[src/hw/rtl/mmp2_pkg.sv]
package mmp2_pkg;

    localparam int WORD_W   = 31;
    localparam int EXP_BITS = 31;
    localparam int BIT_W    = $clog2(EXP_BITS);
    localparam int CNT_W    = $clog2(WORD_W);

    localparam logic [WORD_W-1:0] MODULUS_RESET = WORD_W'(1234567891);

    typedef struct packed {
        logic [WORD_W-1:0] in_top_left;
        logic [WORD_W-1:0] in_top_right;
        logic [WORD_W-1:0] in_bottom_left;
        logic [WORD_W-1:0] in_bottom_right;
        logic [WORD_W-1:0] exponent;
    } in_word_t;

    typedef struct packed {
        logic [WORD_W-1:0] out_top_left;
        logic [WORD_W-1:0] out_top_right;
        logic [WORD_W-1:0] out_bottom_left;
        logic [WORD_W-1:0] out_bottom_right;
    } out_word_t;

    // job for the modular multiply-accumulate unit:
    // result = (op_a * str_b + op_c * str_d + str_x) mod modulus
    typedef struct packed {
        logic              start;
        logic [WORD_W-1:0] op_a;
        logic [WORD_W-1:0] op_c;
        logic [WORD_W-1:0] str_b;
        logic [WORD_W-1:0] str_d;
        logic [WORD_W-1:0] str_x;
    } mac_cmd_t;

    typedef struct packed {
        logic              done;
        logic [WORD_W-1:0] result;
    } mac_rsp_t;

endpackage

[src/hw/rtl/mmp2_mac.sv]
module mmp2_mac (
    input  logic                          aclk,
    input  logic                          aresetn,
    input  logic [mmp2_pkg::WORD_W-1:0]   modulus,
    input  mmp2_pkg::mac_cmd_t            cmd,
    output mmp2_pkg::mac_rsp_t            rsp
);
    import mmp2_pkg::*;

    localparam int T_W = WORD_W + 3;

    logic [WORD_W-1:0] r_reg, a_reg, c_reg, b_sh_reg, d_sh_reg, x_sh_reg;
    logic [CNT_W-1:0]  cnt_reg;
    logic              busy_reg, done_reg;

    logic [T_W-1:0] t, m1, m2, m3, sub, r_wide;

    // one MSB-first step: r = (2r + x + b*a + d*c) mod m, with r, a, c below m
    always_comb begin
        m1 = {3'b000, modulus};
        m2 = {2'b00, modulus, 1'b0};
        m3 = m1 + m2;
        t  = {2'b00, r_reg, 1'b0} + T_W'(x_sh_reg[WORD_W-1])
           + (b_sh_reg[WORD_W-1] ? {3'b000, a_reg} : '0)
           + (d_sh_reg[WORD_W-1] ? {3'b000, c_reg} : '0);
        if (t >= m3) begin
            sub = m3;
        end else if (t >= m2) begin
            sub = m2;
        end else if (t >= m1) begin
            sub = m1;
        end else begin
            sub = '0;
        end
        r_wide = t - sub;
    end

    always_ff @(posedge aclk) begin
        if (!aresetn) begin
            busy_reg <= 1'b0;
            done_reg <= 1'b0;
        end else if (cmd.start) begin
            busy_reg <= 1'b1;
            done_reg <= 1'b0;
            cnt_reg  <= CNT_W'(WORD_W - 1);
            r_reg    <= '0;
            a_reg    <= cmd.op_a;
            c_reg    <= cmd.op_c;
            b_sh_reg <= cmd.str_b;
            d_sh_reg <= cmd.str_d;
            x_sh_reg <= cmd.str_x;
        end else if (busy_reg) begin
            r_reg    <= r_wide[WORD_W-1:0];
            b_sh_reg <= {b_sh_reg[WORD_W-2:0], 1'b0};
            d_sh_reg <= {d_sh_reg[WORD_W-2:0], 1'b0};
            x_sh_reg <= {x_sh_reg[WORD_W-2:0], 1'b0};
            cnt_reg  <= cnt_reg - 1'b1;
            if (cnt_reg == '0) begin
                busy_reg <= 1'b0;
                done_reg <= 1'b1;
            end
        end else begin
            done_reg <= 1'b0;
        end
    end

    assign rsp.done   = done_reg;
    assign rsp.result = r_reg;

endmodule

[src/hw/rtl/mod_matrix_power_2x2_unit.sv]
// 2x2 matrix power modulo a programmable modulus (cfg word, reset 1234567891).
// Entries are first reduced mod the modulus, then square-and-multiply runs over
// the exponent bits from the top; exponent zero returns the identity, modulus
// zero or one returns all zeros. Every entry of every product goes through one
// bit-serial modular multiply-accumulate unit. An item is accepted, its four
// entries are reduced, then each exponent bit gets a squaring and, if set, a
// multiply, and the result is handed over; squarings start only after the
// highest set exponent bit and the first multiply is a copy. Modulus zero skips
// the work and goes straight to the hand-over. s_ready is high only while no
// item is being worked on; a finished result waits in the output register
// while the next item is accepted and worked on, and that item's result waits
// until the register is free.
module mod_matrix_power_2x2_unit (
    input  logic                          aclk,
    input  logic                          aresetn,
    input  logic                          s_valid,
    output logic                          s_ready,
    input  mmp2_pkg::in_word_t            s_data,
    output logic                          m_valid,
    input  logic                          m_ready,
    output mmp2_pkg::out_word_t           m_data,
    input  logic                          cfg_valid,
    output logic                          cfg_ready,
    input  logic [mmp2_pkg::WORD_W-1:0]   cfg_data
);
    import mmp2_pkg::*;

    typedef enum logic [2:0] {
        ST_IDLE,
        ST_ISSUE,
        ST_WAIT,
        ST_BIT,
        ST_MULCHK,
        ST_ADV,
        ST_OUT
    } state_t;

    typedef enum logic [1:0] {
        PH_REDUCE,
        PH_SQUARE,
        PH_MULT
    } phase_t;

    state_t            state_reg;
    phase_t            phase_reg;
    logic [1:0]        entry_reg;
    logic [BIT_W-1:0]  bit_reg;
    logic              acc_id_reg;
    logic [WORD_W-1:0] mod_reg;
    logic [WORD_W-1:0] exp_reg;
    logic [WORD_W-1:0] base_reg [4];
    logic [WORD_W-1:0] acc_reg  [4];
    logic [WORD_W-1:0] new_reg  [4];
    logic              m_valid_reg;
    out_word_t         m_data_reg;

    logic [WORD_W-1:0] p [4];
    mac_cmd_t          cmd;
    mac_rsp_t          rsp;

    mmp2_mac u_mac (
        .aclk    (aclk),
        .aresetn (aresetn),
        .modulus (mod_reg),
        .cmd     (cmd),
        .rsp     (rsp)
    );

    // left operand: acc for squaring, base for multiply; right operand is acc
    always_comb begin
        for (int k = 0; k < 4; k++) begin
            p[k] = (phase_reg == PH_SQUARE) ? acc_reg[k] : base_reg[k];
        end
        cmd.start = (state_reg == ST_ISSUE);
        cmd.op_a  = '0;
        cmd.op_c  = '0;
        cmd.str_b = '0;
        cmd.str_d = '0;
        cmd.str_x = '0;
        if (phase_reg == PH_REDUCE) begin
            case (entry_reg)
                2'd0:    cmd.str_x = base_reg[0];
                2'd1:    cmd.str_x = base_reg[1];
                2'd2:    cmd.str_x = base_reg[2];
                default: cmd.str_x = base_reg[3];
            endcase
        end else begin
            case (entry_reg)
                2'd0: begin
                    cmd.op_a  = p[0];
                    cmd.op_c  = p[1];
                    cmd.str_b = acc_reg[0];
                    cmd.str_d = acc_reg[2];
                end
                2'd1: begin
                    cmd.op_a  = p[0];
                    cmd.op_c  = p[1];
                    cmd.str_b = acc_reg[1];
                    cmd.str_d = acc_reg[3];
                end
                2'd2: begin
                    cmd.op_a  = p[2];
                    cmd.op_c  = p[3];
                    cmd.str_b = acc_reg[0];
                    cmd.str_d = acc_reg[2];
                end
                default: begin
                    cmd.op_a  = p[2];
                    cmd.op_c  = p[3];
                    cmd.str_b = acc_reg[1];
                    cmd.str_d = acc_reg[3];
                end
            endcase
        end
    end

    always_ff @(posedge aclk) begin
        if (!aresetn) begin
            state_reg   <= ST_IDLE;
            phase_reg   <= PH_REDUCE;
            m_valid_reg <= 1'b0;
            mod_reg     <= MODULUS_RESET;
        end else begin
            if (cfg_valid) begin
                mod_reg <= cfg_data;
            end
            if (m_valid_reg && m_ready && state_reg != ST_OUT) begin
                m_valid_reg <= 1'b0;
            end
            case (state_reg)
                ST_IDLE: begin
                    if (s_valid) begin
                        base_reg[0] <= s_data.in_top_left;
                        base_reg[1] <= s_data.in_top_right;
                        base_reg[2] <= s_data.in_bottom_left;
                        base_reg[3] <= s_data.in_bottom_right;
                        exp_reg     <= s_data.exponent;
                        acc_reg[1]  <= '0;
                        acc_reg[2]  <= '0;
                        acc_id_reg  <= 1'b1;
                        phase_reg   <= PH_REDUCE;
                        entry_reg   <= 2'd0;
                        if (mod_reg == '0) begin
                            acc_reg[0] <= '0;
                            acc_reg[3] <= '0;
                            state_reg  <= ST_OUT;
                        end else begin
                            acc_reg[0] <= (mod_reg == WORD_W'(1)) ? '0 : WORD_W'(1);
                            acc_reg[3] <= (mod_reg == WORD_W'(1)) ? '0 : WORD_W'(1);
                            state_reg  <= ST_ISSUE;
                        end
                    end
                end
                ST_ISSUE: begin
                    state_reg <= ST_WAIT;
                end
                ST_WAIT: begin
                    if (rsp.done) begin
                        if (phase_reg == PH_REDUCE) begin
                            base_reg[entry_reg] <= rsp.result;
                        end else begin
                            new_reg[entry_reg] <= rsp.result;
                        end
                        if (entry_reg != 2'd3) begin
                            entry_reg <= entry_reg + 1'b1;
                            state_reg <= ST_ISSUE;
                        end else begin
                            entry_reg <= 2'd0;
                            case (phase_reg)
                                PH_REDUCE: begin
                                    bit_reg   <= BIT_W'(EXP_BITS - 1);
                                    state_reg <= ST_BIT;
                                end
                                PH_SQUARE: begin
                                    acc_reg[0] <= new_reg[0];
                                    acc_reg[1] <= new_reg[1];
                                    acc_reg[2] <= new_reg[2];
                                    acc_reg[3] <= rsp.result;
                                    state_reg  <= ST_MULCHK;
                                end
                                default: begin
                                    acc_reg[0] <= new_reg[0];
                                    acc_reg[1] <= new_reg[1];
                                    acc_reg[2] <= new_reg[2];
                                    acc_reg[3] <= rsp.result;
                                    state_reg  <= ST_ADV;
                                end
                            endcase
                        end
                    end
                end
                ST_BIT: begin
                    // squaring the identity changes nothing
                    if (acc_id_reg) begin
                        state_reg <= ST_MULCHK;
                    end else begin
                        phase_reg <= PH_SQUARE;
                        state_reg <= ST_ISSUE;
                    end
                end
                ST_MULCHK: begin
                    if (!exp_reg[bit_reg]) begin
                        state_reg <= ST_ADV;
                    end else if (acc_id_reg) begin
                        acc_reg[0] <= base_reg[0];
                        acc_reg[1] <= base_reg[1];
                        acc_reg[2] <= base_reg[2];
                        acc_reg[3] <= base_reg[3];
                        acc_id_reg <= 1'b0;
                        state_reg  <= ST_ADV;
                    end else begin
                        phase_reg <= PH_MULT;
                        state_reg <= ST_ISSUE;
                    end
                end
                ST_ADV: begin
                    if (bit_reg == '0) begin
                        state_reg <= ST_OUT;
                    end else begin
                        bit_reg   <= bit_reg - 1'b1;
                        state_reg <= ST_BIT;
                    end
                end
                ST_OUT: begin
                    if (!m_valid_reg || m_ready) begin
                        m_data_reg.out_top_left     <= acc_reg[0];
                        m_data_reg.out_top_right    <= acc_reg[1];
                        m_data_reg.out_bottom_left  <= acc_reg[2];
                        m_data_reg.out_bottom_right <= acc_reg[3];
                        m_valid_reg                 <= 1'b1;
                        state_reg                   <= ST_IDLE;
                    end
                end
                default: begin
                    state_reg <= ST_IDLE;
                end
            endcase
        end
    end

    assign s_ready   = (state_reg == ST_IDLE);
    assign m_valid   = m_valid_reg;
    assign m_data    = m_data_reg;
    assign cfg_ready = 1'b1;

endmodule

[config.mk]
export PLATFORM = sky130hd
export DESIGN_NAME = mod_matrix_power_2x2_unit
export DESIGN_NICKNAME = d
export VERILOG_FILES = /design/src/hw/rtl/mmp2_pkg.sv /design/src/hw/rtl/mmp2_mac.sv /design/src/hw/rtl/mod_matrix_power_2x2_unit.sv
export SDC_FILE = /design/constraint.sdc
export NUM_CORES = 1
export LEC_CHECK = 0
export BUFFER_PORTS_ARGS = -buffer_cell sky130_fd_sc_hd__buf_2
export CAP_MARGIN = 5
export CORE_MARGIN = 4
export CORE_UTILIZATION = 45
export DETAILED_ROUTE_END_ITERATION = 7
export HOLD_SLACK_MARGIN = 0.08
export PLACE_DENSITY_LB_ADDON = 0.08
export SLEW_MARGIN = 20
export SYNTH_ARGS = -nofsm -noshare
export SYNTH_HDL_FRONTEND = slang
export SYNTH_SLANG_ARGS = --single-unit
[constraint.sdc]
create_clock -name aclk -period 20.1 [get_ports aclk]
set_input_delay 4.02 -clock aclk [delete_from_list [all_inputs] [get_ports aclk]]
set_output_delay 4.02 -clock aclk [all_outputs]
set_load 0.1 [all_outputs]
After elaboration in Yosys (flattened, before gate mapping)
Memory sizes are Yosys's and may differ from the RTL's.
Index checks and enable logic that the tools add are counted.
{"block": "totals", "register_bits": 393, "mem_bits_rw": 372, "inputBits": 191, "mem_count": 3}
{"name": "acc_reg", "depth": 4, "word_bits": 31, "read_ports": 4, "rd_clocked_by_memory_dff": 0, "wr": 4, "line": "mod_matrix_power_2x2_unit.sv:52", "rtl": "logic [WORD_W-1:0] acc_reg [4];"}
{"name": "base_reg", "depth": 4, "word_bits": 31, "read_ports": 4, "rd_clocked_by_memory_dff": 0, "wr": 4, "line": "mod_matrix_power_2x2_unit.sv:51", "rtl": "logic [WORD_W-1:0] base_reg [4];"}
{"name": "new_reg", "depth": 4, "word_bits": 31, "read_ports": 3, "rd_clocked_by_memory_dff": 0, "wr": 1, "line": "mod_matrix_power_2x2_unit.sv:53", "rtl": "logic [WORD_W-1:0] new_reg [4];"}
{"block": "op_classes", "add_sub_neg": 8, "magnitude_cmp": 4, "eq_ne": 21, "mux": 115, "n_bitwise": 16, "n_reduce_logical": 27}
{"cell": "2-to-1 mux 31 bit", "count": 32}
{"cell": "case mux 124 bit (3 select lines)", "count": 1}
{"cell": "case mux 31 bit (3 select lines)", "count": 1}
{"cell": "2-to-1 mux 62 bit", "count": 1}
{"cell": "2-to-1 mux 1 bit", "count": 52}
{"cell": "adder 34 x 31 -> 34 bit", "count": 1}
{"cell": "adder 34 bit", "count": 1}
{"cell": ">= comparator 34 x 31 -> 1 bit", "count": 1}
{"cell": ">= comparator 34 x 32 -> 1 bit", "count": 1}
{"cell": ">= comparator 34 x 33 -> 1 bit", "count": 1}
{"cell": "adder 31 x 32 -> 33 bit", "count": 1}
{"cell": "adder 32 x 1 -> 33 bit", "count": 1}
{"cell": "== test 31 x 1 -> 1 bit (second input constant)", "count": 1}
{"cell": "zero test 31 bit", "count": 1}
{"cell": "OR reduction 31 bit", "count": 1}
{"cell": "subtractor 31 bit", "count": 1}
{"cell": "2-to-1 mux 3 bit", "count": 9}
{"cell": "2-to-1 mux 5 bit", "count": 5}
{"cell": "case mux 3 bit (7 select lines)", "count": 1}
{"cell": "inequality test 2 bit (second input constant)", "count": 9}
{"cell": "2-to-1 mux 2 bit", "count": 7}
{"cell": "OR 1 bit", "count": 14}
{"cell": "zero test 5 bit", "count": 2}
{"cell": "case mux 5 bit (2 select lines)", "count": 1}
{"cell": "other kinds (30)", "count": 45}

Logic depth before layout (Yosys ltp)
Gate-level depths: netlist of run 1.
{"block": "depth", "word_depth": 10, "ltp_mapped": 38, "ltp_nobuf": 36}

Cells and area by module
A second synthesis of run 1 with hierarchy kept.
{"block": "hier_totals", "hier_cells": 3250, "hier_area_um2": 39196.3}
{"mod": "mod_matrix_power_2x2_unit", "n_inst": 1, "cells_per_inst": 1838, "area_each_um2": 24128.1}
{"mod": "mmp2_mac", "n_inst": 1, "cells_per_inst": 1412, "area_each_um2": 15068.2}

Least setup slack after synthesis of run 1
Ideal clock, no wire load.
{"block": "synth_path", "kind": "input port to flip-flop", "from": "in aresetn", "to": "reg, netlist name m_data[0]", "arrival_time_ns": 17.032, "slack_ns": 2.113, "path_stages": 2, "cell_sequence": "clkbuf_1 -> nor4b_1"}
{"block": "synth_between", "elab_chain_cells": 1}
{"element": "from (decl)", "line": "mod_matrix_power_2x2_unit.sv:15", "rtl": "input logic aresetn,"}
{"element": "AND reduction 3 bit (no source line)"}
Every way passes these cells.
A chain may end at the register's enable or synchronous reset.

Worst setup path after layout of run 1
{"block": "layout_path", "from": "reg u_mac.d_sh_reg[30]", "to": "reg u_mac.r_reg[30] (data pin)"}
{"block": "layout_between", "elab_chain_cells": 8, "word_cells_on_any_way": 10, "classes_between": "2 x add/sub; 3 x order compare; 5 x mux"}
{"element": "from (decl)", "line": "mmp2_mac.sv:12", "rtl": "logic [WORD_W-1:0] r_reg, a_reg, c_reg, b_sh_reg, d_sh_reg, x_sh_reg;"}
{"element": "from (signal assigned)", "line": "mmp2_mac.sv:50", "rtl": "d_sh_reg <= cmd.str_d;"}
{"element": "from (signal assigned)", "line": "mmp2_mac.sv:55", "rtl": "d_sh_reg <= {d_sh_reg[WORD_W-2:0], 1'b0};"}
{"element": "2-to-1 mux 31 bit *", "line": "mmp2_mac.sv:25", "rtl": "+ (d_sh_reg[WORD_W-1] ? {3'b000, c_reg} : '0);"}
{"element": "adder 34 x 31 -> 34 bit *", "line": "mmp2_mac.sv:25"}
{"element": ">= comparator 34 x 31 -> 1 bit", "line": "mmp2_mac.sv:30", "rtl": "end else if (t >= m1) begin"}
{"element": "2-to-1 mux 31 bit", "line": "mmp2_mac.sv:30"}
{"element": "2-to-1 mux 31 bit", "line": "mmp2_mac.sv:28", "rtl": "end else if (t >= m2) begin"}
{"element": "2-to-1 mux 31 bit", "line": "mmp2_mac.sv:26", "rtl": "if (t >= m3) begin"}
{"element": "subtractor 31 bit *", "line": "mmp2_mac.sv:35", "rtl": "r_wide = t - sub;"}
{"element": "2-to-1 mux 31 bit *", "line": "mmp2_mac.sv:52", "rtl": "end else if (busy_reg) begin"}
{"element": "to (signal assigned)", "line": "mmp2_mac.sv:53", "rtl": "r_reg <= r_wide[WORD_W-1:0];"}
{"element": "to (decl)", "line": "mmp2_mac.sv:12"}
Every way passes the cells marked *; elsewhere a longest branch is shown, timed or not. The select of a mux whose other input is x is not followed.

==> results of run 1 <==
Yosys cell counts (5+ instances only):
master / number
inv_1: 143
nor2_1: 196
o21ai_0: 326
mux4_2: 9
nand2b_1: 19
a22o_1: 123
nor3b_1: 5
mux2_2: 78
o21bai_1: 18
a21oi_1: 188
edfxtp_1: 665
xor2_1: 33
a22oi_1: 66
dfxtp_1: 69
nand4_1: 24
xnor2_1: 39
nor2b_1: 107
a222oi_1: 61
fa_1: 34
mux2i_1: 84
o21ai_1: 7
and3_1: 5
a31oi_1: 10
a21o_1: 60
buf_1: 16
ha_1: 208
and2_1: 26
o21a_1: 15
a221oi_1: 31
a211oi_1: 21
and4_1: 6
nor4_1: 7
o211ai_1: 24
a211o_1: 5
nor3_1: 26
nand2_1: 288
clkbuf_1: 162
or2_2: 7
or4_1: 5
buf_2: 11
nand3_1: 26
or3_1: 9
how the worst max path moves through the flow:
stage                            start               to  slack [ns]  depth (start not counted)
floorplan                      aresetn        m_data[0]        2.11                          2
global placement    u_mac.d_sh_reg[30]  u_mac.r_reg[30]       10.37                         38
detailed placement  u_mac.d_sh_reg[30]  u_mac.r_reg[30]       10.28                         38
CTS                 u_mac.d_sh_reg[30]  u_mac.r_reg[30]       10.23                         38
global route        u_mac.d_sh_reg[30]  u_mac.r_reg[30]        9.62                         38
finish              u_mac.d_sh_reg[30]  u_mac.r_reg[30]       10.10                         38
metrics by stage:
stage	hold slack, ns	worst slack [ns]	util
after CTS	0.481	10.23	0.519
after floorplan	0.445	2.11	-
after detailed placement	0.474	10.28	0.487
after global routing	0.500	9.62	0.519
after global placement	0.467	10.37	0.487
final	0.487	10.10	0.519
cell type report:
class	instances	share of cell area
clock buffer	101	0.0484
timing repair buffer	364	0.0441
antenna	1	0.0000565
tap	1144	0.0323
sequential	734	0.482
clock inverter	52	0.0141
inverter	143	0.0122
multi-input combinational	2253	0.366
worst max-delay path, delay by kind of cell (launching register included):
kind            cells  cell delay [ns]
simple gates        7             0.93
buf+inv             5             1.04
compound gates     18             4.51
fa+ha+maj           6             2.21
xor+xnor            2             0.70
flops               1             0.32
per-layer routing:
layer | vias to the layer above | wire [um]
met4 | 0 | 4780
met2 | 1489 | 61600
met1 | 14800 | 57700
met3 | 239 | 11000
li1 | 13100 | -
met5 | - | 0
cell families (layout without fill, tap and decap cells):
kind of cell / count (synthesis) / in the layout / share of synthesized area
other cells: 1 / 2 / 0.0000968
mux: 172 / 172 / 0.0502
flops: 734 / 734 / 0.551
compound gates: 1003 / 1003 / 0.172
buf+inv: 336 / 660 / 0.0336
xor+xnor: 73 / 73 / 0.0169
fa+ha+maj: 242 / 242 / 0.0848
simple gates: 762 / 762 / 0.0911
==> impl_metrics.tcl, run 1 <==
set metrics [dict create \
    timing.rr.end "u_mac.r_reg[30]" \
    initial_core_util 0.454 \
    die_w_um 301 \
    num-fill-cells 7543 \
    multiInputGateArea_um2 16200 \
    critPathCaptureType "flip-flop" \
    postRouteWirelength_um 135000 \
    grt_overflow_total 0 \
    drt_first_pass_iters 6 \
    total_nets_after_synthesis 3756 \
    r2r_setup_slk_ns 10.10 \
    number_of_buffers_added_by_the_clock_tree_synthesis_step 82 \
    grt_overall_usage 0.292 \
    max_cap_violations 0 \
    synth.top_cell.area_share 0.516 \
    cts_hold_buf 0 \
    r2r.worst_path.cells 38 \
    met2_usage 0.455 \
    timing.setup.critical_path_class "flip-flop to flip-flop" \
    yosysSeqAreaShare 0.551 \
    synth_cells 3323 \
    post_synth_instance_area_um2 38700 \
    tritoncts "built" \
    detail_route.drc_violations 0 \
    floorplan.die.height_um 301 \
    layout.cells.most_common "edfxtp_1" \
    gr-usage-met1 0.417 \
    dr_total_vias 29600 \
    wl_per_cell_um 28.2 \
    finish.cell_count_without_fillers 4792 \
    hold_path_class "flip-flop to flip-flop" \
    worstReg2RegStart "u_mac.d_sh_reg[30]" \
    first_global_vias 29100 \
    final_nets 4011 \
    most-common-layout-cells "edfxtp_1 (665), o21ai_0 (326), buf_2 (316)" \
    tns_ns 0 \
    cp_data_required_time_ns 20.49 \
    synth_edf_count 665 \
    clockRootBuffer "clkbuf_16" \
    worst-slew-pin-transition_ns 1.07 \
    synthToLayoutAreaGrowth_pct 14.3 \
    grt_util_met3 0.0452 \
    yosys.area.top_type "edfxtp_1" \
    outcome "complete, no violations" \
    synthesis.area_per_instance_um2 11.7 \
    timing_max_transition_violations_final 0 \
    worstHoldEndpoint "m_data[1]" \
    grt_start_max_net_pins 125 \
    critPathMaxFanout 32 \
    final_layout_size_suffix_gt1_frac 0.167 \
    clockBufferDepth 3 \
    die_area_um2 90800 \
    critical-path-slowest-cell "a2111oi_4" \
    clk_pin_slew_worst_paths_ns 0.06 \
    worst_clock_skew_ns 0.0309 \
    detail_route.iter0.violations 3506 \
    finalHoldViolations 0 \
    final_antenna_net_count 0 \
    achievable-frequency_mhz 100 \
    cts.sinks 734 \
    placement.io_buffers 316 \
    coreArea_um2 85300 \
    layout_worst_path_cycle_share 0.497 \
    ioPinCount 318 \
    worst_hold_startpoint "acc_reg[3][1]" \
    postPlaceCellArea_um2 41500 \
    worst_skew_pair.late_latency_ns 0.65 \
    ff_latch_area_um2 21400 \
    fraction_of_registers_with_async_set_reset 0 \
    finalWeightedCongestion 0.973 \
    synth_cell_type_count 75 \
    synth_top_flop_cell "edfxtp_1" \
    place_hpwl_um 90800 \
    via_per_inst 6.18 \
    post_cts_resized 0 \
    unrepaired_setup_endpoints_after_global_routing "false" \
    count_of_standard_cell_rows 107 \
    htree_num_levels 3 \
    antenna_found_initial 3 \
    highest_utilization_routing_layer_at_the_global_route_stage "met2" \
    min_delay_path_depth 0 \
    post-route-min-period_ns 10.0 \
    yosysWarningCount 0 \
    yosys-top-cells-area "edfxtp_1 (52%), ha_1 (6.7%), o21ai_0 (4.2%)" \
    finalSetupViolCount 0 \
    grt_first_pass_wirelength_um 196000 \
    max_slew_margin 0.283 \
    final_cell_area_um2 44300 \
    postCtsSetupRepairBufs 0 \
    max_stage_delay_ns 0.53 \
    postSynthRegisterBits 734 \
    setup.worst_path.start_class "flip-flop" \
    timing.critical_path.arrival_ns 10.38 \
    placed_cell_count 4638 \
]
Power of run 1 is left out: the tool's default activity adds up to more than one toggle a clock period on the data nets, which glitch-free logic cannot reach.
==> inputs of run 2 (changes only) <==
Clock period 20.1 ns to 9.7 ns, I/O delays scaled along.
==> run 2 against run 1 <==
Effect of this change: worst hold slack better by 0.0065 ns; sequential cell count unchanged; clock skew is 0.0035 ns higher; register-to-register slack worse by 9.6 ns; non-clock buffer count up 18; the run now ends with design-rule violations left.
==> impl_metrics.tcl, run 2 (synthesis gave the netlist of run 1 again) <==
set metrics [dict create \
    max_cap_violations 0 \
    die_w_um 301 \
    tritoncts "built" \
    grt_start_max_net_pins 125 \
    ioPinCount 318 \
    timing.critical_path.arrival_ns 9.67 \
    finalSetupViolCount 0 \
    drt_first_pass_iters 8 \
    final_antenna_net_count 0 \
    cts.sinks 734 \
    crit_family "compound AO/OA/AOI/OAI gates" \
    worst-slew-pin-transition_ns 1.06 \
    critical-path-slowest-cell "a2111oi_2" \
    grt_first_pass_wirelength_um 197000 \
    wl_per_cell_um 28.3 \
    highest_utilization_routing_layer_at_the_global_route_stage "met2" \
    layout.cells.most_common "edfxtp_1" \
    cp_data_required_time_ns 10.18 \
    initial_core_util 0.454 \
    multiInputGateArea_um2 16300 \
    place_hpwl_um 92000 \
    worst_skew_pair.late_latency_ns 0.65 \
    finalWeightedCongestion 0.930 \
    worst_clock_skew_ns 0.0344 \
    detail_route.iter0.violations 3507 \
    die_area_um2 90800 \
    achievable-frequency_mhz 109 \
    max_stage_delay_ns 0.81 \
    layout_setup_ws_ns 0.508 \
    critPathMaxFanout 39 \
    outcome "finished, violations left" \
    buffering_stage_count_on_the_worst_path_with_inverters_included 3 \
    dr_total_vias 29600 \
    final_cell_area_um2 44400 \
    clk_pin_slew_worst_paths_ns 0.07 \
    grt_overflow_total 0 \
    max_slew_margin 0.297 \
    number_of_buffers_added_by_the_clock_tree_synthesis_step 81 \
    antenna_found_initial 0 \
    finalHoldViolations 0 \
    pre_cts_slack_ns 0.226 \
    count_of_standard_cell_rows 107 \
    setup.worst_path.start_class "flip-flop" \
    htree_num_levels 3 \
    final_layout_size_suffix_gt1_frac 0.174 \
    coreArea_um2 85300 \
    detail_route.drc_violations 8 \
    gr-usage-met1 0.423 \
    failed_checks "design-rule violations" \
    grt_util_met3 0.0490 \
    timing.setup.critical_path_class "flip-flop to flip-flop" \
    final_nets 4029 \
    via_per_inst 6.16 \
    postPlaceCellArea_um2 41600 \
    postRouteWirelength_um 136000 \
    clockBufferDepth 3 \
    layout_worst_path_cycle_share 0.948 \
    cts_hold_buf 0 \
    first_global_vias 28900 \
    synthToLayoutAreaGrowth_pct 14.5 \
    floorplan.die.height_um 301 \
    clockRootBuffer "clkbuf_16" \
    met2_usage 0.454 \
    post-route-min-period_ns 9.19 \
    ff_latch_area_um2 21400 \
    grt_overall_usage 0.292 \
    critPathCaptureType "flip-flop" \
    num-fill-cells 7501 \
    placement.io_buffers 316 \
    most-common-layout-cells "edfxtp_1 (665), o21ai_0 (326), buf_2 (316)" \
    hold_path_class "flip-flop to flip-flop" \
    timing_max_transition_violations_final 0 \
]
==> run 2: per-stage QoR <==
| step | hold WS [ns] | TNS (ns) | cells | util |
|---|---|---|---|---|
| 2_1_floorplan | 0.445 | 0 | 3323 | - |
| 5_1_grt | 0.498 | -0.00832 | 4803 | 0.520 |
| 3_3_place_gp | 0.470 | 0 | 4652 | 0.488 |
| 3_5_place_dp | 0.478 | 0 | 4652 | 0.488 |
| 4_1_cts | 0.493 | 0 | 4798 | 0.519 |
| 6_report | 0.494 | 0 | 4804 | 0.520 |
==> run 2: layout make-up <==
| type | count | share of cell area |
|---|---|---|
| Clock inverter | 37 | 0.00979 |
| Clock buffer | 109 | 0.0499 |
| Inverter | 143 | 0.0121 |
| Timing Repair Buffer | 382 | 0.0476 |
| Tap cell | 1144 | 0.0323 |
| Sequential cell | 734 | 0.481 |
| Antenna cell | 1 | 0.0000564 |
| Multi-Input combinational cell | 2254 | 0.367 |
==> run 2: worst paths after layout <==
check | from | end | slack (ns) | depth (start not counted)
min reg2reg | acc_reg[3][0] | m_data[0] | 0.49 | 0
min | acc_reg[3][0] | m_data[0] | 0.49 | 0
max reg2reg | u_mac.r_reg[0] | u_mac.r_reg[30] | 0.51 | 30
max | u_mac.r_reg[0] | u_mac.r_reg[30] | 0.51 | 30
==> run 2: what timing repair did <==
item                                    in CTS  in global routing
endpoints found under the setup margin       0                  8
gates resized for setup                      0                  6
setup buffers                                0                  3
==> run 2: worst reg2reg max path, delay by kind of cell (launching register included) <==
family / cells / cell delay (ns)
AO/OA/AOI/OAI: 14 / 3.84
adder cells (fa/ha/maj): 5 / 1.86
AND/OR/NAND/NOR: 6 / 1.76
buffers and inverters: 3 / 0.56
flip-flops: 1 / 0.49
XOR/XNOR: 2 / 0.49
==> run 2: layer usage <==
metal	part of all wire	vias up
met5	0	-
met4	0.033	0
met3	0.088	227
met2	0.45	1539
met1	0.43	14700
li1	-	13100
Power of run 2 is left out for the same reason.
